**config.mk**
```make
export PLATFORM = sky130hd
export DESIGN_NAME = pcf_back
export DESIGN_NICKNAME = d
export VERILOG_FILES = /design/src/rtl/pcf_pkg.sv /design/src/rtl/pcf_back.sv
export SDC_FILE = /design/constraint.sdc
export NUM_CORES = 2
export LEC_CHECK = 0
export BUFFER_PORTS_ARGS = -buffer_cell sky130_fd_sc_hd__buf_4
export CAP_MARGIN = 10
export CORE_MARGIN = 4
export CORE_UTILIZATION = 40
export DETAILED_ROUTE_END_ITERATION = 6
export SYNTH_ARGS = -nofsm -noshare
export SYNTH_HDL_FRONTEND = slang
export SYNTH_SLANG_ARGS = --single-unit
```
**constraint.sdc**
```tcl
create_clock -name i_clk -period 9.8 [get_ports i_clk]
set_clock_uncertainty 0.05 [all_clocks]
set_input_delay 0.98 -clock i_clk [delete_from_list [all_inputs] [get_ports i_clk]]
set_output_delay 0.98 -clock i_clk [all_outputs]
set_load 0.01 [all_outputs]
```
**src/rtl/pcf_pkg.sv**
```systemverilog
// ----------------------------------------------------------------------------
// pcf_pkg: shared types and constants of the pitch complementary filter
// Fixed-point formats, register indexes, queue item layout and the CORDIC
// arctangent table in degrees Q24.
// ----------------------------------------------------------------------------
package pcf_pkg;

    // Angle formats
    localparam int PCF_ANGLE_FRAC   = 7;               // output angles in 2^-7 degree
    localparam int PCF_TABLE_FRAC   = 24;              // CORDIC angle table in Q24 degree
    localparam int PCF_ACC_EXTRA    = 16;              // extra fraction bits of the state
    localparam int PCF_INC_SHIFT    = 12 - PCF_ANGLE_FRAC;
    localparam int PCF_Z_SHIFT      = PCF_TABLE_FRAC - PCF_ANGLE_FRAC;

    // Default CORDIC length and table size
    localparam int PCF_CORDIC_STEPS = 16;
    localparam int PCF_TBL_DEPTH    = 24;
    localparam int PCF_TBL_IDX_W    = 5;

    // Square root: 32-bit radicand scaled by 2^24 gives a 28-bit root
    localparam int PCF_SQ_W         = 32;
    localparam int PCF_ROOT_W       = 28;
    localparam int PCF_SQRT_ITERS   = 28;
    localparam int PCF_SQRT_CNT_W   = 5;

    // Queue between front and back, power of two
    localparam int PCF_QUEUE_DEPTH  = 2;

    // Configuration port
    localparam int PCF_CFG_IDX_W    = 2;
    localparam int PCF_CFG_DATA_W   = 24;
    localparam logic [PCF_CFG_IDX_W-1:0] PCF_REG_BLEND  = 2'd0;
    localparam logic [PCF_CFG_IDX_W-1:0] PCF_REG_PERIOD = 2'd1;
    localparam logic [15:0] PCF_BLEND_RESET  = 16'd58982;
    localparam logic [23:0] PCF_PERIOD_RESET = 24'd16777;

    // Item class decided by the front
    typedef enum logic {
        PCF_KIND_TILT,      // regular case, run root and CORDIC
        PCF_KIND_AXIS       // y and z both zero, pitch is fixed
    } t_pcf_kind;

    // Item held in the queue
    typedef struct packed {
        logic signed [15:0]   acc_x;
        logic signed [15:0]   gyro_rate;
        logic [PCF_SQ_W-1:0]  sq;
        t_pcf_kind            kind;
    } t_pcf_item;

    // Configuration registers
    typedef struct packed {
        logic [15:0] blend_weight;
        logic [23:0] period_q24;
    } t_pcf_cfg;

    // atan(2^-i) in degrees Q24
    function automatic logic signed [31:0] atan_q24(input logic [PCF_TBL_IDX_W-1:0] idx);
        unique case (idx)
            5'd0:    return 32'sd754974720;
            5'd1:    return 32'sd445687602;
            5'd2:    return 32'sd235489088;
            5'd3:    return 32'sd119537938;
            5'd4:    return 32'sd60000934;
            5'd5:    return 32'sd30029717;
            5'd6:    return 32'sd15018523;
            5'd7:    return 32'sd7509720;
            5'd8:    return 32'sd3754917;
            5'd9:    return 32'sd1877466;
            5'd10:   return 32'sd938734;
            5'd11:   return 32'sd469367;
            5'd12:   return 32'sd234684;
            5'd13:   return 32'sd117342;
            5'd14:   return 32'sd58671;
            5'd15:   return 32'sd29335;
            5'd16:   return 32'sd14668;
            5'd17:   return 32'sd7334;
            5'd18:   return 32'sd3667;
            5'd19:   return 32'sd1833;
            5'd20:   return 32'sd917;
            5'd21:   return 32'sd458;
            5'd22:   return 32'sd229;
            5'd23:   return 32'sd115;
            default: return 32'sd0;
        endcase
    endfunction

endpackage

```
**src/rtl/pcf_back.sv**
```systemverilog
// ----------------------------------------------------------------------------
// pcf_back: execution sequencer of the pitch filter
// Bit-serial square root, iterative CORDIC arctangent, gyro integration and
// blend in a few multiply steps, then a result register toward the output.
// ----------------------------------------------------------------------------
module pcf_back #(
    parameter int CORDIC_STEPS = pcf_pkg::PCF_CORDIC_STEPS
) (
    input  logic                 i_clk,
    input  logic                 i_rst_n,
    input  pcf_pkg::t_pcf_cfg    i_cfg,
    input  logic                 i_valid,
    output logic                 o_pop,
    input  pcf_pkg::t_pcf_item   i_item,
    output logic                 o_valid,
    input  logic                 i_ready,
    output logic signed [15:0]   o_fused_pitch,
    output logic signed [14:0]   o_accel_pitch
);

    localparam int CW   = $clog2(CORDIC_STEPS);
    localparam int IW   = pcf_pkg::PCF_TBL_IDX_W;
    localparam int RW   = pcf_pkg::PCF_ROOT_W;
    localparam int SW   = pcf_pkg::PCF_SQRT_CNT_W;
    localparam int ZSH  = pcf_pkg::PCF_Z_SHIFT;
    localparam int ISH  = pcf_pkg::PCF_INC_SHIFT;
    localparam int XSH  = pcf_pkg::PCF_ACC_EXTRA;
    localparam logic signed [14:0] NINETY     = 15'sd11520;
    localparam logic signed [32:0] NINETY33   = 33'sd11520;
    localparam logic signed [32:0] HALF180    = 33'sd23040;
    localparam logic signed [40:0] ANGLE_LIM  = 41'sd1509949440;
    localparam logic signed [32:0] Z_HALF     = 33'sd1 <<< (ZSH - 1);
    localparam logic signed [40:0] INC_HALF   = 41'sd1 <<< (ISH - 1);
    localparam logic signed [32:0] OUT_HALF   = 33'sd1 <<< (XSH - 1);
    localparam logic signed [55:0] MIX_HALF   = 56'sd32768;

    typedef enum logic [3:0] {
        ST_IDLE,
        ST_SQRT,
        ST_CORDIC,
        ST_ACCEL,
        ST_GYRO,
        ST_DIFF,
        ST_MUL_LO,
        ST_MUL_HI,
        ST_SUM,
        ST_FUSE,
        ST_OUT
    } t_state;

    t_state                 r_state;
    logic                   r_seeded;
    logic                   r_out_valid;
    logic signed [15:0]     r_out_fused;
    logic signed [14:0]     r_out_accel;

    logic signed [15:0]     r_ax;
    logic signed [15:0]     r_rate;
    logic [31:0]            r_rad;
    logic [31:0]            r_rem;
    logic [RW-1:0]          r_root;
    logic [SW-1:0]          r_scnt;
    logic signed [31:0]     r_x;
    logic signed [31:0]     r_y;
    logic signed [31:0]     r_z;
    logic [CW-1:0]          r_ccnt;
    logic signed [14:0]     r_acc;
    logic signed [31:0]     r_angle;
    logic signed [40:0]     r_prod;
    logic signed [37:0]     r_diff;
    logic [35:0]            r_plo;
    logic signed [34:0]     r_phi;
    logic signed [39:0]     r_mix;

    // Square root step
    logic [31:0]            rem_sh;
    logic [31:0]            trial;
    logic                   root_ge;
    logic [31:0]            n_rem;
    logic [RW-1:0]          n_root;

    // CORDIC step
    logic [IW-1:0]          sh;
    logic signed [31:0]     dx;
    logic signed [31:0]     dy;
    logic signed [31:0]     ang;
    logic signed [31:0]     n_x;
    logic signed [31:0]     n_y;
    logic signed [31:0]     n_z;

    // Angle rounding and blend
    logic signed [32:0]     z_round;
    logic signed [32:0]     z_neg;
    logic signed [14:0]     n_acc;
    logic signed [14:0]     axis_acc;
    logic signed [30:0]     acc_ext;
    logic signed [40:0]     inc_full;
    logic signed [37:0]     n_diff;
    logic signed [55:0]     mix_full;
    logic signed [40:0]     fuse_sum;
    logic signed [31:0]     n_angle;
    logic signed [32:0]     out_round;
    logic signed [15:0]     n_fused;

    assign o_pop         = (r_state == ST_IDLE) && i_valid;
    assign o_valid       = r_out_valid;
    assign o_fused_pitch = r_out_fused;
    assign o_accel_pitch = r_out_accel;

    // Restoring square root, one root bit per cycle
    always_comb begin
        rem_sh  = {r_rem[29:0], r_rad[31:30]};
        trial   = {2'b00, r_root, 2'b01};
        root_ge = (rem_sh >= trial);
        n_rem   = root_ge ? (rem_sh - trial) : rem_sh;
        n_root  = {r_root[RW-2:0], root_ge};
    end

    // CORDIC vectoring step: drive y toward zero
    always_comb begin
        sh  = IW'(r_ccnt);
        dx  = r_y >>> sh;
        dy  = r_x >>> sh;
        ang = pcf_pkg::atan_q24(sh);
        if (r_y > 32'sd0) begin
            n_x = r_x + dx;
            n_y = r_y - dy;
            n_z = r_z + ang;
        end else begin
            n_x = r_x - dx;
            n_y = r_y + dy;
            n_z = r_z - ang;
        end
    end

    // Accelerometer pitch: round, negate and clamp to ninety degrees
    always_comb begin
        z_round = (33'(r_z) + Z_HALF) >>> ZSH;
        z_neg   = -z_round;
        if (z_neg > NINETY33) begin
            n_acc = NINETY;
        end else if (z_neg < -NINETY33) begin
            n_acc = -NINETY;
        end else begin
            n_acc = 15'(z_neg);
        end
        if (i_item.acc_x > 16'sd0) begin
            axis_acc = -NINETY;
        end else if (i_item.acc_x < 16'sd0) begin
            axis_acc = NINETY;
        end else begin
            axis_acc = 15'sd0;
        end
    end

    // Gyro step and blend arithmetic
    always_comb begin
        acc_ext  = $signed({r_acc, 16'h0000});
        inc_full = (r_prod + INC_HALF) >>> ISH;
        n_diff   = 38'(r_angle) + 38'(inc_full) - 38'(acc_ext);
        mix_full = (56'(r_phi) <<< 20) + $signed(56'(r_plo)) + MIX_HALF;
        fuse_sum = 41'(acc_ext) + 41'(r_mix);
        if (!r_seeded) begin
            n_angle = 32'(acc_ext);
        end else if (fuse_sum > ANGLE_LIM) begin
            n_angle = 32'(ANGLE_LIM);
        end else if (fuse_sum < -ANGLE_LIM) begin
            n_angle = 32'(-ANGLE_LIM);
        end else begin
            n_angle = 32'(fuse_sum);
        end
        out_round = (33'(r_angle) + OUT_HALF) >>> XSH;
        if (out_round > HALF180) begin
            n_fused = 16'(HALF180);
        end else if (out_round < -HALF180) begin
            n_fused = 16'(-HALF180);
        end else begin
            n_fused = 16'(out_round);
        end
    end

    // Sequencer, datapath registers and result register
    always_ff @(posedge i_clk) begin
        if (!i_rst_n) begin
            r_state     <= ST_IDLE;
            r_seeded    <= 1'b0;
            r_out_valid <= 1'b0;
        end else begin
            // Drop a taken result unless a new one is loaded this cycle
            if (r_out_valid && i_ready && (r_state != ST_OUT)) begin
                r_out_valid <= 1'b0;
            end
            unique case (r_state)
                ST_IDLE: begin
                    if (i_valid) begin
                        r_ax   <= i_item.acc_x;
                        r_rate <= i_item.gyro_rate;
                        r_rad  <= i_item.sq;
                        r_rem  <= '0;
                        r_root <= '0;
                        r_scnt <= '0;
                        if (i_item.kind == pcf_pkg::PCF_KIND_AXIS) begin
                            r_acc   <= axis_acc;
                            r_state <= ST_GYRO;
                        end else begin
                            r_state <= ST_SQRT;
                        end
                    end
                end
                ST_SQRT: begin
                    r_rad  <= {r_rad[29:0], 2'b00};
                    r_rem  <= n_rem;
                    r_root <= n_root;
                    r_scnt <= r_scnt + SW'(1);
                    if (r_scnt == SW'(pcf_pkg::PCF_SQRT_ITERS - 1)) begin
                        r_x     <= 32'($unsigned(n_root));
                        r_y     <= $signed({{4{r_ax[15]}}, r_ax, 12'h000});
                        r_z     <= '0;
                        r_ccnt  <= '0;
                        r_state <= ST_CORDIC;
                    end
                end
                ST_CORDIC: begin
                    r_x    <= n_x;
                    r_y    <= n_y;
                    r_z    <= n_z;
                    r_ccnt <= r_ccnt + CW'(1);
                    if (r_ccnt == CW'(CORDIC_STEPS - 1)) begin
                        r_state <= ST_ACCEL;
                    end
                end
                ST_ACCEL: begin
                    r_acc   <= n_acc;
                    r_state <= ST_GYRO;
                end
                ST_GYRO: begin
                    r_prod  <= r_rate * $signed({1'b0, i_cfg.period_q24});
                    r_state <= ST_DIFF;
                end
                ST_DIFF: begin
                    r_diff  <= n_diff;
                    r_state <= ST_MUL_LO;
                end
                ST_MUL_LO: begin
                    r_plo   <= i_cfg.blend_weight * r_diff[19:0];
                    r_state <= ST_MUL_HI;
                end
                ST_MUL_HI: begin
                    r_phi   <= $signed({1'b0, i_cfg.blend_weight}) * $signed(r_diff[37:20]);
                    r_state <= ST_SUM;
                end
                ST_SUM: begin
                    r_mix   <= 40'(mix_full >>> 16);
                    r_state <= ST_FUSE;
                end
                ST_FUSE: begin
                    r_angle  <= n_angle;
                    r_seeded <= 1'b1;
                    r_state  <= ST_OUT;
                end
                ST_OUT: begin
                    // Hold until the result register is free
                    if (!r_out_valid || i_ready) begin
                        r_out_valid <= 1'b1;
                        r_out_fused <= n_fused;
                        r_out_accel <= r_acc;
                        r_state     <= ST_IDLE;
                    end
                end
                default: begin
                    r_state <= ST_IDLE;
                end
            endcase
        end
    end

endmodule

```
# == Word-level counts from Yosys, hierarchy flattened ==
# Memory sizes are Yosys's and may differ from the RTL's. A register that Yosys moved wholly into a read port is not among the register bits.
# Cells that the tools add are included.
# totals
reg_bits,501
rom_bits,480
in_bits,109
output_inout_bits,33
wordCells,141
mem_count,1
# op_classes
addsub,18
multipliers,3
order_cmp,10
eq_ne,18
shifts,2
mux,41
bitwise,1
reduce_logical,23
# mem_list
name,depth,word_bits,read_ports,rd_clocked_by_memory_dff,wr,line,rtl
(no name shown),16,30,1,1,0,pcf_pkg.sv:59,unique case (idx)
# op_table
operator,n
$mux 32,10
$pmux 32 s2,4
$add 32x32->32,3
$sub 32x32->32,3
$mux 15,5
$sshr 32x4->32,2
$mux 30,2
$pmux 30 s2,1
$add 55x37->56,1
$add 56x17->56 const B,1
$pmux 28 s2,1
$pmux 4 s11,1
$add 31x40->41,1
$add 41x6->41 const B,1
$gt 41x32->1 const B,1
$lt 41x32->1 const B,1
$mul 16x25->41,1
$sub 37x31->38,1
$add 32x36->37,1
$mul 16x20->36,1
$mul 17x18->35,1
$add 32x17->33 const B,1
$add 32x18->33 const B,1
$gt 33x15->1 const B,1
39 further kinds,70

# == Logic depth before layout (Yosys ltp) ==
# logic_depth
word_depth,6
ltp_mapped,26

# == Worst setup path after synthesis ==
# No wires, ideal clock.
# synth_path
kind,input-to-reg
from,input port i_rst_n
to,"register r_rad[0], enable pin"
arrival_ns,7.780
required_ns,9.085
setup_slack_ns,1.305
cell_stages,3
cell_sequence,clkbuf_1 nand2_1 nor3_1
# synth_between
elab_chain_cells,1
# synth_lines
item,line,rtl
from (decl),pcf_back.sv:10,"input logic i_rst_n,"
$reduce_and 3->1 (no line),n/a,
to (signal assigned),pcf_back.sv:198,r_rad <= i_item.sq;
to (signal assigned),pcf_back.sv:211,"r_rad <= {r_rad[29:0], 2'b00};"
to (decl),pcf_back.sv:59,logic [31:0] r_rad;
# Every way passes these cells.
# A chain may end at the register's enable or synchronous reset.

# == Worst setup path in the final report ==
# layout_path
from,register r_diff[8]
to,register r_plo[32] (data pin)
# layout_between
elab_chain_cells,1
# layout_lines
item,line,rtl
from (decl),pcf_back.sv:70,logic signed [37:0] r_diff;
from (signal assigned),pcf_back.sv:241,r_diff <= n_diff;
$mul 16x20->36,pcf_back.sv:245,r_plo <= i_cfg.blend_weight * r_diff[19:0];
to (signal assigned),pcf_back.sv:245,
to (decl),pcf_back.sv:71,logic [35:0] r_plo;
# Every way passes these cells.

==> summary.md <==
| Metric | Value |
|---|---|
| CP required | `10.19 ns` |
| Routed vias | `52490` |
| First-pass GRT wire length | `around 300000 um` |
| Post-DRT Antenna Nets | `0` |
| Total CTS buffers | `61` |
| Post-Route WL | `182100 um` |
| TritonRoute pass-1 iters | `5` |
| Final setup vio count | `0` |
| Final period utilization | `between 80% and 90%` |
| Port bufs | `about 140` |
| Post-Synth Simple-Gate Area | `between 10% and 20%` |
| Post-synth ARST share | `0%` |
| Syn avg cell area | `around 9.3 um^2` |
| Final Core Density | `between 40 and 50%` |
| Internal Power | `12.55 mW` |
| Fillers | `16980` |
| Slew HR | `between 10% and 20%` |
| Root Buffer | `clkbuf_16` |
| GP Congestion | `0.8643` |
| Yosys warns | `0` |
| Clock Path Buffers | `3` |
| Htree depth | `2` |
| Initial antenna violation count | `8` |
| Pin count of the biggest net entering global routing | `81` |
| Finished layout cell area | `75680 um^2` |
| Post-synthesis adder-cell area fraction | `34.84%` |
| Max capacitance violation total | `0` |
| DP Worst Slack | `roughly 1.3 ns` |
| Hold Crit Class | `in -> reg` |
| Core area | `174400 um^2` |
| CTS tree | `built` |
| Post-Place Cells | `9783` |
| Num ports | `roughly 140` |
| Worst-skew pair later-pin latency | `0.69 ns` |
| # resized after CTS | `0` |
| Top_reg_cell synth | `edfxtp_1` |
| DIE WIDTH | `427.5 um` |
| Sequential Power Share | `15.4%` |
| WP data arrival | `8.32 ns` |
| Hold WS | `0.4158 ns` |
| Die height | `around 430 um` |
| Mapped cell area | `70390 um^2` |
| Non-Filler Instances | `9900` |
| Crit path kind | `reg -> reg` |
| Avg WL per Cell | `18.39 um` |
| # rows | `153` |
| Number of enable flip-flop cells after synthesis | `476` |
| Compound-Gate Fraction of Synth Area | `roughly a tenth` |
| Sequential fraction of the synthesis area | `21.33%` |
| DIE AREA | `182700 um^2` |
| Clock sinks | `512` |
| Synthesized flop and latch total | `512` |
| Area after DPL | `73540 um^2` |
| Area grow syn2layout | `7.519%` |
| Switching share of power | `48.76%` |
| Final Max Tran Viols | `0` |
| Sw power | `about 12 mW` |
| Layout cell share with drive strength beyond 1 | `5.796%` |
| Mux cell area share after synthesis | `under 10%` |
| DP Wirelength | `roughly 140000 um` |
| Clock slew at reported path FFs | `0.07 ns` |
| Total negative slack | `0 ns` |
| Global route total overflow | `0` |
| Drt initial violations | `3340` |
| Nets | `a little over 9000` |
| Worst Tran Pin Value | `roughly 1.3 ns` |
| RSZ-0062 raised after global routing | `false` |
| Post-route worst setup slack | `1.873 ns` |
| Yosys cell types | `92` |
| Vias in the first global route | `54350` |
| Status | `finished, final reports clean` |
| Via density | `5.302` |
| Crit. End Element | `register` |
| Final Hold Viols | `0` |
| # DRC | `0` |
| Xor/xnor share of the synthesized area | `around 5.4%` |
| Clock period minus worst slack | `between 7 and 8 ns` |
| Gr usage total | `20.06%` |
| Post-Synthesis Cells | `7574` |
| Crit start category | `register` |
| Leak pwr | `34.27 nW` |
| F_max | `roughly 0.13 GHz` |
| Power per Cell Area | `323.6 nW/um^2` |
| Comb pwr share | `74.7%` |
| Syn_nets | `~9100` |
| Setup Buffers After CTS | `0` |
| Pwr Total | `24.49 mW` |
| Worst-path fanout max | `16` |
| Main combinational cell family by area after synthesis | `adder cells` |
| Clock share of power | `under 10%` |
| Starting Density | `40.36%` |
| CTS hold repair buffers | `0` |
| Peak VDD IR | `0.0004888 V` |
cells in the mapped netlist (all sizes together), types with 10 or more instances:
cell	n	share of area, %
a211o	16	0.20
a211oi	45	0.48
a21boi	11	0.12
a21o	128	1.4
a21oi	287	2.1
a22o	14	0.17
a31oi	36	0.32
and2	434	3.9
and3	64	0.57
and4	12	0.15
buf	46	0.34
clkbuf	249	1.3
dfxtp	36	1.0
edfxtp	476	20
fa	872	25
ha	565	10
inv	1223	6.5
mux2	32	0.51
mux2i	86	1.2
mux4	68	2.2
nand2	989	5.3
nand2b	54	0.48
nand3	126	0.90
nand3b	14	0.15
nand4	59	0.52
nor2	396	2.1
nor2b	46	0.41
nor3	89	0.65
nor3b	12	0.13
nor4	32	0.31
nor4b	10	0.12
o211ai	27	0.29
o21a	58	0.62
o21ai	240	1.7
o21bai	35	0.38
o22ai	13	0.12
o31ai	34	0.36
or2	22	0.20
or3	38	0.34
or4	14	0.15
xnor2	280	3.5
xor2	154	1.9
state kept, by name (all words and copies together), names as in the netlist, 32 cells and up:
| name | cells |
|---|---|
| r_angle | 32 |
| r_diff | 38 |
| r_mix | 40 |
| r_phi | 35 |
| r_prod | 37 |
| r_rad | 32 |
| r_x | 32 |
| r_y | 32 |
| r_z | 32 |
worst paths after layout:
kind / from / to / slack [ns] / depth (start not counted)
setup reg to reg: r_diff[8] / r_plo[32] / 1.87 / 22
hold reg to reg: r_rad[6] / r_rad[8] / 0.46 / 2
hold / removal: i_item[34] / r_rate[1] / 0.42 / 1
setup / recovery: r_diff[8] / r_plo[32] / 1.87 / 22
placed cells by master (no fill, tap or decap), drive strengths merged, types with 38 or more instances in the layout:
master	count
and3	64
a211oi	45
nor2b	46
and2	434
xnor2	280
buf	179
inv	1235
or3	38
a21oi	287
nor2	396
nand4	59
nor3	89
a21o	128
mux2i	86
xor2	154
nand2b	54
fa	872
o21a	58
edfxtp	476
ha	565
nand3	126
o21ai	240
mux4	68
nand2	989
clkbuf	71
metal layers:
layer	vias up	GRT usage (%)	wire [um]	share of wire [%]
li1	24760	-	-	-
met1	26200	28.59	84290	46
met2	1305	32.83	84340	46
met3	227	2.358	9358	5.1
met4	0	4.436	4067	2.2
met5	-	0	0	0
layout make-up:
class / instances / area (um^2) / area share, %
Multi-Input combinational cell: 5544 / 49680 / 65.65
Sequential cell: 512 / 15010 / 19.84
Inverter: 1223 / 4593 / 6.069
Tap cell: 2325 / 2909 / 3.844
Clock buffer: 71 / 1670 / 2.207
Timing Repair Buffer: 179 / 1344 / 1.776
Clock inverter: 45 / 465.4 / 0.6150
Antenna cell: 1 / 2.502 / 0.003306
logic make-up (layout without fill, tap and decap cells):
| family | Yosys count | count (layout) |
|---|---|---|
| and+or+nand+nor | 2421 | 2421 |
| buffers and inverters | 1518 | 1518 |
| adders and majority gates | 1437 | 1437 |
| AOI/OAI and AO/OA | 1066 | 1066 |
| DFF | 512 | 512 |
| xor gates and xnor gates | 434 | 434 |
| muxes | 186 | 186 |
| other | 0 | 1 |
worst max-delay path, cell delays in order (launching register included):
cell	delay [ns]
edfxtp_1	0.92
nand2_1	0.19
fa_1	0.56
inv_1	0.05
fa_1	0.48
inv_1	0.06
fa_1	0.51
fa_1	0.45
fa_1	0.55
inv_1	0.06
fa_1	0.47
ha_1	0.32
a21oi_1	0.13
o22ai_1	0.09
a2111oi_0	0.45
buf_4	0.20
nor4b_1	0.05
nor3_1	0.76
a21oi_1	0.23
a221oi_1	0.52
o21ai_0	0.22
a21oi_1	0.23
xnor2_1	0.09
power groups by stage:
stage	clock network, mW	registers [mW]	logic [mW]
after floorplan	0	3.69	13.9
after global placement	0	3.80	18.0
after detailed placement	0	3.81	18.2
after CTS	2.51	3.76	18.4
after global routing	2.59	3.79	20.9
final	2.43	3.77	18.3
No activity file was read; power rests on OpenSTA's default activity.
