[src/rtl/pcf_pkg.sv]
// ----------------------------------------------------------------------------
// pcf_pkg: shared types and constants of the pitch complementary filter
// Fixed-point formats, register indexes, queue item layout and the CORDIC
// arctangent table in degrees Q24.
// ----------------------------------------------------------------------------
package pcf_pkg;

    // Angle formats
    localparam int PCF_ANGLE_FRAC   = 7;               // output angles in 2^-7 degree
    localparam int PCF_TABLE_FRAC   = 24;              // CORDIC angle table in Q24 degree
    localparam int PCF_ACC_EXTRA    = 16;              // extra fraction bits of the state
    localparam int PCF_INC_SHIFT    = 12 - PCF_ANGLE_FRAC;
    localparam int PCF_Z_SHIFT      = PCF_TABLE_FRAC - PCF_ANGLE_FRAC;

    // Default CORDIC length and table size
    localparam int PCF_CORDIC_STEPS = 16;
    localparam int PCF_TBL_DEPTH    = 24;
    localparam int PCF_TBL_IDX_W    = 5;

    // Square root: 32-bit radicand scaled by 2^24 gives a 28-bit root
    localparam int PCF_SQ_W         = 32;
    localparam int PCF_ROOT_W       = 28;
    localparam int PCF_SQRT_ITERS   = 28;
    localparam int PCF_SQRT_CNT_W   = 5;

    // Queue between front and back, power of two
    localparam int PCF_QUEUE_DEPTH  = 2;

    // Configuration port
    localparam int PCF_CFG_IDX_W    = 2;
    localparam int PCF_CFG_DATA_W   = 24;
    localparam logic [PCF_CFG_IDX_W-1:0] PCF_REG_BLEND  = 2'd0;
    localparam logic [PCF_CFG_IDX_W-1:0] PCF_REG_PERIOD = 2'd1;
    localparam logic [15:0] PCF_BLEND_RESET  = 16'd58982;
    localparam logic [23:0] PCF_PERIOD_RESET = 24'd16777;

    // Item class decided by the front
    typedef enum logic {
        PCF_KIND_TILT,      // regular case, run root and CORDIC
        PCF_KIND_AXIS       // y and z both zero, pitch is fixed
    } t_pcf_kind;

    // Item held in the queue
    typedef struct packed {
        logic signed [15:0]   acc_x;
        logic signed [15:0]   gyro_rate;
        logic [PCF_SQ_W-1:0]  sq;
        t_pcf_kind            kind;
    } t_pcf_item;

    // Configuration registers
    typedef struct packed {
        logic [15:0] blend_weight;
        logic [23:0] period_q24;
    } t_pcf_cfg;

    // atan(2^-i) in degrees Q24
    function automatic logic signed [31:0] atan_q24(input logic [PCF_TBL_IDX_W-1:0] idx);
        unique case (idx)
            5'd0:    return 32'sd754974720;
            5'd1:    return 32'sd445687602;
            5'd2:    return 32'sd235489088;
            5'd3:    return 32'sd119537938;
            5'd4:    return 32'sd60000934;
            5'd5:    return 32'sd30029717;
            5'd6:    return 32'sd15018523;
            5'd7:    return 32'sd7509720;
            5'd8:    return 32'sd3754917;
            5'd9:    return 32'sd1877466;
            5'd10:   return 32'sd938734;
            5'd11:   return 32'sd469367;
            5'd12:   return 32'sd234684;
            5'd13:   return 32'sd117342;
            5'd14:   return 32'sd58671;
            5'd15:   return 32'sd29335;
            5'd16:   return 32'sd14668;
            5'd17:   return 32'sd7334;
            5'd18:   return 32'sd3667;
            5'd19:   return 32'sd1833;
            5'd20:   return 32'sd917;
            5'd21:   return 32'sd458;
            5'd22:   return 32'sd229;
            5'd23:   return 32'sd115;
            default: return 32'sd0;
        endcase
    endfunction

endpackage

[src/rtl/pcf_queue.sv]
// ----------------------------------------------------------------------------
// pcf_queue: short queue between front and back
// Small register queue; depth is a power of two so the pointers wrap freely.
// ----------------------------------------------------------------------------
module pcf_queue (
    input  logic                i_clk,
    input  logic                i_rst_n,
    input  logic                i_push,
    output logic                o_push_ready,
    input  pcf_pkg::t_pcf_item  i_item,
    output logic                o_valid,
    input  logic                i_pop,
    output pcf_pkg::t_pcf_item  o_item
);

    localparam int DEPTH = pcf_pkg::PCF_QUEUE_DEPTH;
    localparam int PW    = $clog2(DEPTH);
    localparam int CW    = $clog2(DEPTH + 1);

    pcf_pkg::t_pcf_item  r_mem [DEPTH];
    logic [PW-1:0]       r_wptr;
    logic [PW-1:0]       r_rptr;
    logic [CW-1:0]       r_count;
    logic                do_push;
    logic                do_pop;

    assign o_push_ready = (r_count != CW'(DEPTH));
    assign o_valid      = (r_count != '0);
    assign o_item       = r_mem[r_rptr];
    assign do_push      = i_push && o_push_ready;
    assign do_pop       = i_pop && o_valid;

    // Store entries
    always_ff @(posedge i_clk) begin
        if (do_push) begin
            r_mem[r_wptr] <= i_item;
        end
    end

    // Advance pointers and fill count
    always_ff @(posedge i_clk) begin
        if (!i_rst_n) begin
            r_wptr  <= '0;
            r_rptr  <= '0;
            r_count <= '0;
        end else begin
            if (do_push) begin
                r_wptr <= r_wptr + PW'(1);
            end
            if (do_pop) begin
                r_rptr <= r_rptr + PW'(1);
            end
            if (do_push && !do_pop) begin
                r_count <= r_count + CW'(1);
            end else if (do_pop && !do_push) begin
                r_count <= r_count - CW'(1);
            end
        end
    end

endmodule

[config.mk]
export PLATFORM = sky130hd
export DESIGN_NAME = pcf_queue
export DESIGN_NICKNAME = d
export VERILOG_FILES = /design/src/rtl/pcf_pkg.sv /design/src/rtl/pcf_queue.sv
export SDC_FILE = /design/constraint.sdc
export NUM_CORES = 1
export LEC_CHECK = 0
export ABC_CLOCK_PERIOD_IN_PS = 3700
export BUFFER_PORTS_ARGS = -buffer_cell sky130_fd_sc_hd__buf_2
export CAP_MARGIN = 30
export CORE_MARGIN = 2
export CORE_UTILIZATION = 52
export DETAILED_ROUTE_END_ITERATION = 12
export GPL_TIMING_DRIVEN = 0
export PLACE_DENSITY_LB_ADDON = 0.3
export SYNTH_ARGS = -nofsm -noshare
export SYNTH_HDL_FRONTEND = slang
export SYNTH_SLANG_ARGS = --single-unit
export TNS_END_PERCENT = 20
[constraint.sdc]
create_clock -name i_clk -period 3.7 [get_ports i_clk]
set_input_delay 0.37 -clock i_clk [delete_from_list [all_inputs] [get_ports i_clk]]
set_output_delay 0.37 -clock i_clk [all_outputs]
set_load 0.02 [all_outputs]
# --- Yosys cells after proc, flatten, opt, wreduce, memory -nomap -nowiden ---
# Memories as Yosys holds them, arrays and structs flattened. A register that Yosys moved wholly into a read port is not among the register bits.
# Cells that the tools add are included.
totals:
  regBits: 4
  ramBits: 130
  in_bits: 69
  out_inout_bits: 67
  wordCells: 23
  memories: 1
mem_list:
  columns: ["memory", "depth", "width", "rd", "rd_ports_with_merged_regs", "write_ports", "line_no", "rtl"]
  rows:
  - ["r_mem", 2, 65, 1, 1, 1, "pcf_queue.sv:20", "pcf_pkg::t_pcf_item r_mem [DEPTH];"]
op_classes:
  addsub: 4
  eq_ne: 1
  n_mux: 6
  n_reduce_logical: 8
ops:
  columns: ["cell", "count"]
  rows:
  - ["$logic_and A1 B1 Y1", 4]
  - ["$mux W1", 4]
  - ["$mux W2", 2]
  - ["$reduce_bool A2 Y1", 2]
  - ["$add A1 B1 Y1 const B", 2]
  - ["$add A2 B1 Y2 const B", 1]
  - ["$logic_not A1 Y1", 2]
  - ["$ne A2 B2 Y1 const B", 1]
  - ["$sub A2 B1 Y2 const B", 1]

# --- Longest topological paths before layout ---
# Gate-level depths: netlist (run 1).
depth:
  depth_word: 6
  ltp_mapped: 6
  ltp_nobuf: 6

# --- Least setup slack after synthesis (run 1) ---
# No wires, ideal clock.
synth_path:
  path_type: "reg2reg"
  start: "reg r_count[0]"
  end: "mem r_mem[1][0] in the netlist's numbering (enable)"
  setup_ns: 0.430
  arrival_ns: 2.180
  required_time_ns: 3.270
  setup_slack_ns: 1.090
  path_stages_with_launch: 3
  path_buffers: 0
  period_less_slack_ns: 2.610
  path_cell_list: "dfxtp_1 > nand2b_4 > and3_1"
synth_between:
  elab_chain_len: 4
synth_rtl:
  columns: ["element", "line_no", "rtl"]
  rows:
  - ["start: declaration", "pcf_queue.sv:23", "logic [CW-1:0] r_count;"]
  - ["start signal: assignment", "pcf_queue.sv:54", "r_count <= r_count + CW'(1);"]
  - ["start signal: assignment", "pcf_queue.sv:56", "r_count <= r_count - CW'(1);"]
  - ["$ne A2 B2 Y1", "pcf_queue.sv:27", "assign o_push_ready = (r_count != CW'(DEPTH));"]
  - ["net o_push_ready", "pcf_queue.sv:9", "output logic o_push_ready,"]
  - ["$logic_and A1 B1 Y1", "pcf_queue.sv:30", "assign do_push = i_push && o_push_ready;"]
  - ["$mux W1", "pcf_queue.sv:35", "if (do_push) begin"]
  - ["$mux W1 (not written as such)", "pcf_queue.sv:36", "r_mem[r_wptr] <= i_item;"]
  - ["end: declaration", "pcf_queue.sv:20", null]
# The timed path passes the listed nets, and every way through them passes these cells.

==> insert_results.sql, run 1 <==
INSERT INTO impl_metrics (metric_group, metric, value, unit) VALUES
('timing', 'grt_setup_unrepaired', 'false', ''),
('timing', 'fin_skew', '0.00878', 'ns'),
('global_routing', 'grt-ovfl-total', '0', ''),
('detailed_routing', 'avgRoutedWirePerCell', '16.4', 'um'),
('timing', 'setup_tns', '0', 'ns'),
('logic_synthesis', 'number_of_nets_in_the_synthesized_netlist', '296', ''),
('finish', 'multi_input_logic_area', '876', 'um^2'),
('floorplanning', 'fp.dieArea', '10300', 'um^2'),
('global_routing', 'first_global_vias', '2532', ''),
('clock_tree', 'holdBufCountCts', '0', ''),
('timing', 'setup_viol_count_final', '0', ''),
('timing', 'tightest_slew', '0.914', 'ns'),
('detailed_routing', 'antenna_nets_post_route', '0', ''),
('clock_tree', 'clkLatencyLatePin', '0.51', 'ns'),
('clock_tree', 'cts.repair_timing.setup_buffer_count', '0', ''),
('placed_design', 'place.gp.congestion', '0.701', ''),
('setup_path', 'timing.critical_path.slowest_cell_delay', '0.35', 'ns'),
('placed_design', 'hpwlAfterDp', '5150', 'um'),
('logic_synthesis', 'synth-compound-area-share', '0.711', '%'),
('logic_synthesis', 'syn_area_per_cell', '21.8', 'um^2'),
('hold_path', 'hold-path-cell-count', '1', ''),
('logic_synthesis', 'synthesis.yosys.warnings', '0', ''),
('clock_tree', 'cts_repair_resize_count', '0', ''),
('floorplanning', 'start_util', '53.6', '%'),
('clock_tree', 'cts-htree-levels', '4', ''),
('setup_path', 'crit_buf_inv', '3', ''),
('power_and_ir_drop', 'power.static_leakage', '2.44', 'nW'),
('finish', 'diodes', '0', ''),
('hold_path', 'hp-start', 'i_item[31]', ''),
('timing', 'final_hold_viol_count', '0', ''),
('finish', 'seqCellArea', '4000', 'um^2'),
('detailed_routing', 'post-route-drc-count', '0', ''),
('logic_synthesis', 'ys_types', '20', ''),
('logic_synthesis', 'synth_simple_gate_area_share', '1.32', '%'),
('logic_synthesis', 'syn_inst', '226', ''),
('clock_tree', 'cts.sink_count', '135', ''),
('finish', 'areaGrowthSynthToFinish', '30.1', '%'),
('power_and_ir_drop', 'max-vdd-ir-drop', '0.557', 'mV'),
('logic_synthesis', 'largest_family_of_logic_cells_by_synthesized_area', 'multiplexers', ''),
('logic_synthesis', 'yosys.area_share.adder', '0.254', '%'),
('global_routing', 'number_of_antenna_violations_at_the_first_check_in_global_routing', '0', ''),
('setup_path', 'end_kind', 'primary output', ''),
('logic_synthesis', 'ffs_latches_synth', '135', ''),
('finish', 'nets', '451', ''),
('setup_path', 'worstPathMaxFanout', '10', ''),
('logic_synthesis', 'share_of_synthesized_area_spent_on_multiplexers', '14.9', '%'),
('floorplanning', 'fp-row-count', '35', ''),
('clock_tree', 'tritoncts', 'built', ''),
('setup_path', 'critical_path_arrival', '1.87', 'ns'),
('global_routing', 'groute.usage.overall', '16.7', '%'),
('timing', 'slew_viol_final', '0', ''),
('run_status', 'outcome', 'complete, no violations', ''),
('clock_tree', 'cts_inserted_buffers', '17', ''),
('finish', 'layout.cells.most_common', 'buf_2', ''),
('finish', 'top_library_cells_by_usage_in_the_layout_fill_and_taps_aside', 'buf_2, edfxtp_1, mux2_2, clkbuf_16, bufinv_16', ''),
('logic_synthesis', 'syn_area', '4930', 'um^2'),
('power_and_ir_drop', 'design_power', '4.97', 'mW'),
('detailed_routing', 'wl', '8260', 'um'),
('timing', 'fmaxAchievable', '446', 'MHz'),
('finish', 'count_of_fill_cells_added_during_filler_insertion', '619', ''),
('setup_path', 'worstSetupPathType', 'register to primary output', ''),
('setup_path', 'cp_data_required_time', '3.33', 'ns'),
('timing', 'slew_headroom', '39.1', '%'),
('timing', 'post-route-period-util', '60.6', '%'),
('setup_path', 'kind_of_cell_with_the_highest_combined_delay_on_the_critical_path', 'buffers and inverters', ''),
('setup_path', 'critical_path.reg2reg.endpoint', 'r_mem[0][40]', ''),
('setup_path', 'cpMaxStageDelayCell', 'mux2_2', ''),
('hold_path', 'hold-path-endpoint', 'r_mem[0][31]', ''),
('timing', 'layout_min_cycle_time', '2.24', 'ns'),
('finish', 'layout-drive-gt1-share', '61.7', '%'),
('clock_tree', 'worst_setup_hold_path_clk_slew', '0.06', 'ns');
-- where the power goes --
part,total (mW),internal (mW),switching (mW)
Clock,1.81,1.22,0.592
Combinational,1.20,0.499,0.696
Sequential,1.97,1.91,0.0535
Total,4.97,3.63,1.34
-- layout make-up --
| class | count | area share, % |
|---|---|---|
| sequential | 135 | 62.5 |
| multi-input combinational | 83 | 13.7 |
| timing repair buffer | 136 | 10.9 |
| clock buffer | 17 | 6.46 |
| clock inverter | 13 | 3.57 |
| tap | 111 | 2.17 |
| buffer | 7 | 0.742 |
| inverter | 1 | 0.0586 |
-- flip-flops by register name, summed over array words and instances (netlist names), named ones only --
signal   cells
r_rptr       1
r_count      2
r_wptr       1
r_mem      130
-- cell families (layout without fill, tap and decap cells) --
family                   count (synthesis)  after routing
XOR/XNOR                                 3              3
adder cells (fa/ha/maj)                  1              1
multiplexers                            65             65
AO/OA/AOI/OAI                            5              5
AND/OR/NAND/NOR                          9              9
flip-flops                             135            135
buffers and inverters                    8            174
-- cell usage after synthesis --
library cell  instances  area share [%]
buf_2                 2            0.20
xnor2_1               2            0.36
a21boi_1              1            0.15
inv_1                 1           0.076
or3_1                 1            0.13
and2_1                4            0.51
or2_2                 1            0.13
and3_1                1            0.13
xor2_1                1            0.18
a21bo_2               1            0.20
edfxtp_1            130              79
nand2b_4              1            0.28
dfxtp_1               5             2.0
buf_4                 5            0.76
a21boi_0              1            0.15
o21ai_1               1            0.10
ha_1                  1            0.25
mux2_2               65              15
nand3b_1              1            0.15
o21ai_0               1            0.10
-- metal layers --
layer	track usage, %	part of all wire (%)	vias up
li1	-	-	1206
met1	19.5	40	1205
met2	27.6	52	94
met3	7.25	7.8	6
met4	6.24	0.65	0
met5	0	0	-
-- worst max-delay path by stage --
stage | startpoint | end | slack, ns | depth (start not counted)
after floorplan | r_count[0] | r_mem[1][0] | 1.09 | 2
after global placement | r_count[0] | r_mem[1][23] | 0.32 | 2
after detailed placement | r_count[0] | r_mem[0][2] | 1.79 | 4
after CTS | register | o_item[41] | 1.41 | 4
after global routing | register | o_item[5] | 1.36 | 4
final | register | o_item[37] | 1.46 | 4
-- through the flow --
stage	setup slack, ns	area, um^2	utilization [%]	hold WS, ns	std cells
2_1_floorplan	1.09	4930	-	0.469	226
3_3_place_gp	0.321	5740	62.4	0.524	472
3_5_place_dp	1.79	5770	62.7	0.560	473
4_1_cts	1.41	6410	69.7	0.0240	503
5_1_grt	1.36	6410	69.7	0.0167	503
6_report	1.46	6410	69.7	0.0449	503
-- worst reg2reg max path: stages, from the launching register on --
cell,delay [ns]
dfxtp_1,0.42
nand2b_4,0.19
nand3b_1,0.11
inv_2,0.53
buf_12,0.31
No activity file was read; power rests on OpenSTA's default activity.
==> run 2, diff against run 1 <==
--- a/config.mk
+++ b/config.mk
@@ -5,11 +5,11 @@
 export SDC_FILE = /design/constraint.sdc
 export NUM_CORES = 1
 export LEC_CHECK = 0
-export ABC_CLOCK_PERIOD_IN_PS = 3700
+export ABC_CLOCK_PERIOD_IN_PS = 1800
 export BUFFER_PORTS_ARGS = -buffer_cell sky130_fd_sc_hd__buf_2
 export CAP_MARGIN = 30
 export CORE_MARGIN = 2
-export CORE_UTILIZATION = 52
+export CORE_UTILIZATION = 47
 export DETAILED_ROUTE_END_ITERATION = 12
 export GPL_TIMING_DRIVEN = 0
 export PLACE_DENSITY_LB_ADDON = 0.3
==> constraint.sdc (replaced) <==
create_clock -name i_clk -period 1.8 [get_ports i_clk]
set_input_delay 0.18 -clock i_clk [delete_from_list [all_inputs] [get_ports i_clk]]
set_output_delay 0.18 -clock i_clk [all_outputs]
set_load 0.02 [all_outputs]
==> insert_results.sql, run 2 (synthesized netlist as in run 1, its figures left out) <==
INSERT INTO impl_metrics (metric_group, metric, value, unit) VALUES
('run_status', 'outcome', 'finished, violations left', ''),
('run_status', 'violations', 'setup timing', ''),
('detailed_routing', 'drt_first_pass_iters', '4', ''),
('floorplanning', 'core_region_area', '10200', 'um^2'),
('clock_tree', 'cts_max_path_buffers', '2', ''),
('detailed_routing', 'antenna_nets_post_route', '0', ''),
('detailed_routing', 'post-route-drc-count', '0', ''),
('timing', 'setup_viol_count_final', '60', ''),
('timing', 'layout_min_cycle_time', '1.89', 'ns'),
('setup_path', 'crit_buf_inv', '3', ''),
('detailed_routing', 'dr_total_vias', '2877', ''),
('floorplanning', 'die-height', '106', 'um'),
('detailed_routing', 'topRoutingLayerUsed', 'met4', ''),
('timing', 'post-route-period-util', '105', '%'),
('finish', 'finish.cell_count_without_fillers', '605', ''),
('timing', 'fin_skew', '0.00678', 'ns'),
('placed_design', 'hpwlAfterDp', '5530', 'um'),
('setup_path', 'timing.rr.start', 'r_count[0]', ''),
('placed_design', 'placed_cells_incl_taps', '498', ''),
('finish', 'seqCellArea', '4010', 'um^2'),
('detailed_routing', 'met3_wirelength', '539', 'um'),
('finish', 'count_of_fill_cells_added_during_filler_insertion', '684', ''),
('setup_path', 'critical_path.reg2reg.endpoint', 'r_mem[1][3]', ''),
('global_routing', 'number_of_antenna_violations_at_the_first_check_in_global_routing', '0', ''),
('setup_path', 'timing.reg2reg.worst_path_depth', '2', ''),
('detailed_routing', 'drc_violation_total_after_the_first_tritonroute_iteration', '112', ''),
('power_and_ir_drop', 'max-vdd-ir-drop', '0.967', 'mV'),
('detailed_routing', 'wl_met2', '5330', 'um'),
('finish', 'finish.utilization', '71.2', '%'),
('clock_tree', 'cts_inserted_buffers', '17', ''),
('flow_run', 'max-cap-violations', '0', ''),
('detailed_routing', 'met1_length', '3800', 'um'),
('setup_path', 'setup.worst_path.start_class', 'register', ''),
('floorplanning', 'die_x', '106', 'um'),
('clock_tree', 'tritoncts', 'built', ''),
('timing', 'grt_setup_unrepaired', 'true', ''),
('timing', 'slew_viol_final', '0', ''),
('clock_tree', 'clockRootBuffer', 'clkbuf_8', ''),
('finish', 'top_library_cells_by_usage_in_the_layout_fill_and_taps_aside', 'edfxtp_1, buf_2, dlygate4sd3_1, mux2_2, clkbuf_16', ''),
('timing', 'fmaxAchievable', '528', 'MHz'),
('timing', 'tightest_slew', '0.919', 'ns'),
('clock_tree', 'cts-htree-levels', '4', ''),
('finish', 'reg_top3', 'r_mem (130), r_count (2)', ''),
('finish', 'largest_reg_flops', '130', ''),
('setup_path', 'cpMaxStageDelayCell', 'dfxtp_4', ''),
('hold_path', 'hold-path-cell-count', '4', ''),
('detailed_routing', 'wl', '9840', 'um'),
('setup_path', 'worstPathMaxFanout', '10', ''),
('power_and_ir_drop', 'power.static_leakage', '2.80', 'nW'),
('timing', 'final_hold_viol_count', '0', ''),
('setup_path', 'cp_data_required_time', '1.62', 'ns'),
('detailed_routing', 'viasPerCell', '4.76', ''),
('setup_path', 'end_kind', 'primary output', ''),
('setup_path', 'timing.critical_path.slowest_cell_delay', '0.35', 'ns'),
('floorplanning', 'number_of_top_level_pins', '136', ''),
('clock_tree', 'worst_setup_hold_path_clk_slew', '0.06', 'ns'),
('finish', 'layout.cells.most_common', 'edfxtp_1', ''),
('setup_path', 'worstSetupPathType', 'register to primary output', ''),
('placed_design', 'io_buffers', '135', ''),
('finish', 'layout-drive-gt1-share', '53.9', '%'),
('finish', 'nets', '526', ''),
('clock_tree', 'cts.sink_count', '135', ''),
('placed_design', 'dp_worst_setup_slack', '-0.207', 'ns'),
('timing', 'final_critical_path_setup_slack', '-0.0944', 'ns'),
('hold_path', 'hp-start', 'i_pop', ''),
('floorplanning', 'fp.dieArea', '11300', 'um^2'),
('global_routing', 'grt_pass1_wl', '15200', 'um'),
('detailed_routing', 'avgRoutedWirePerCell', '16.3', 'um'),
('finish', 'multi_input_logic_area', '906', 'um^2'),
('finish', 'reg_with_most_ffs', 'r_mem', ''),
('global_routing', 'groute.usage.overall', '18.4', '%'),
('global_routing', 'first_global_vias', '3113', ''),
('finish', 'areaGrowthSynthToFinish', '47.9', '%'),
('timing', 'slew_headroom', '38.7', '%'),
('placed_design', 'place.gp.congestion', '0.714', ''),
('setup_path', 'kind_of_cell_with_the_highest_combined_delay_on_the_critical_path', 'buffers and inverters', ''),
('finish', 'diodes', '0', ''),
('global_routing', 'grt_max_degree', '66', ''),
('hold_path', 'min-delay-path-class', 'input port to register', ''),
('floorplanning', 'fp-row-count', '37', ''),
('setup_path', 'critical_path.cell_chain', 'buf_8 > buf_4 > mux2_2 > buf_2', ''),
('setup_path', 'worst-r2r-setup-slack', '0.06', 'ns'),
('global_routing', 'grt-ovfl-total', '0', ''),
('floorplanning', 'start_util', '48.1', '%'),
('power_and_ir_drop', 'powerDensity', '1430', 'nW/um^2'),
('setup_path', 'critical_path_arrival', '1.71', 'ns'),
('clock_tree', 'clkLatencyLatePin', '0.51', 'ns');
[run 2: final cells by class]
| cell class | instances | area share [%] |
|---|---|---|
| timing repair inverter | 1 | 0.103 |
| tap | 136 | 2.34 |
| timing repair buffer | 210 | 20.7 |
| clock inverter | 15 | 2.54 |
| multi-input combinational | 83 | 12.4 |
| sequential | 135 | 55.1 |
| buffer | 7 | 0.996 |
| clock buffer | 17 | 5.69 |
| inverter | 1 | 0.103 |
[run 2: layer usage]
layer,track usage (%),vias to the layer above
li1,-,1368
met1,20.2,1399
met2,32.2,93
met3,6.19,17
met4,8.36,0
met5,0,-
[run 2: where the power goes]
part	internal [mW]	total, mW	switching (mW)
clock	2.23	3.44	1.21
combinational	1.39	2.95	1.56
sequential	3.94	4.06	0.123
[run 2: worst max path at each step]
stage | startpoint | endpoint | slack [ns] | cells after the start
4_1_cts | register | o_item[13] | -0.13 | 4
6_report | register | o_item[47] | -0.09 | 4
5_1_grt | register | o_item[31] | -0.17 | 4
3_3_place_gp | r_count[0] | r_mem[0][34] | -0.74 | 3
3_5_place_dp | r_count[0] | r_mem[0][34] | -0.21 | 4
2_1_floorplan | r_count[0] | r_mem[0][0] | -0.20 | 3
[run 2: what timing repair did]
item                                   CTS  global route
setup buffers                            4             1
gates resized for setup                 38             5
hold buffers                            67             0
setup endpoints to repair               99           164
gates cloned                             3             0
pin swaps                                1             1
endpoints found under the hold margin  135             0
[run 2: worst min-delay path: stages]
cell	delay, ns
buf_2	0.08
o21ai_1	0.10
xnor2_1	0.17
and2_1	0.11
[run 2: through the flow]
stage	hold slack [ns]	cell area, um^2	TNS (ns)	total power, mW
6_report	0.169	7280	-2.92	10.5
5_1_grt	0.204	7280	-9.65	10.9
4_1_cts	0.164	7260	-8.30	10.5
3_5_place_dp	0.371	5800	-6.93	6.61
3_3_place_gp	0.367	5780	-76.11	6.54
2_1_floorplan	0.279	4930	-15.13	5.81
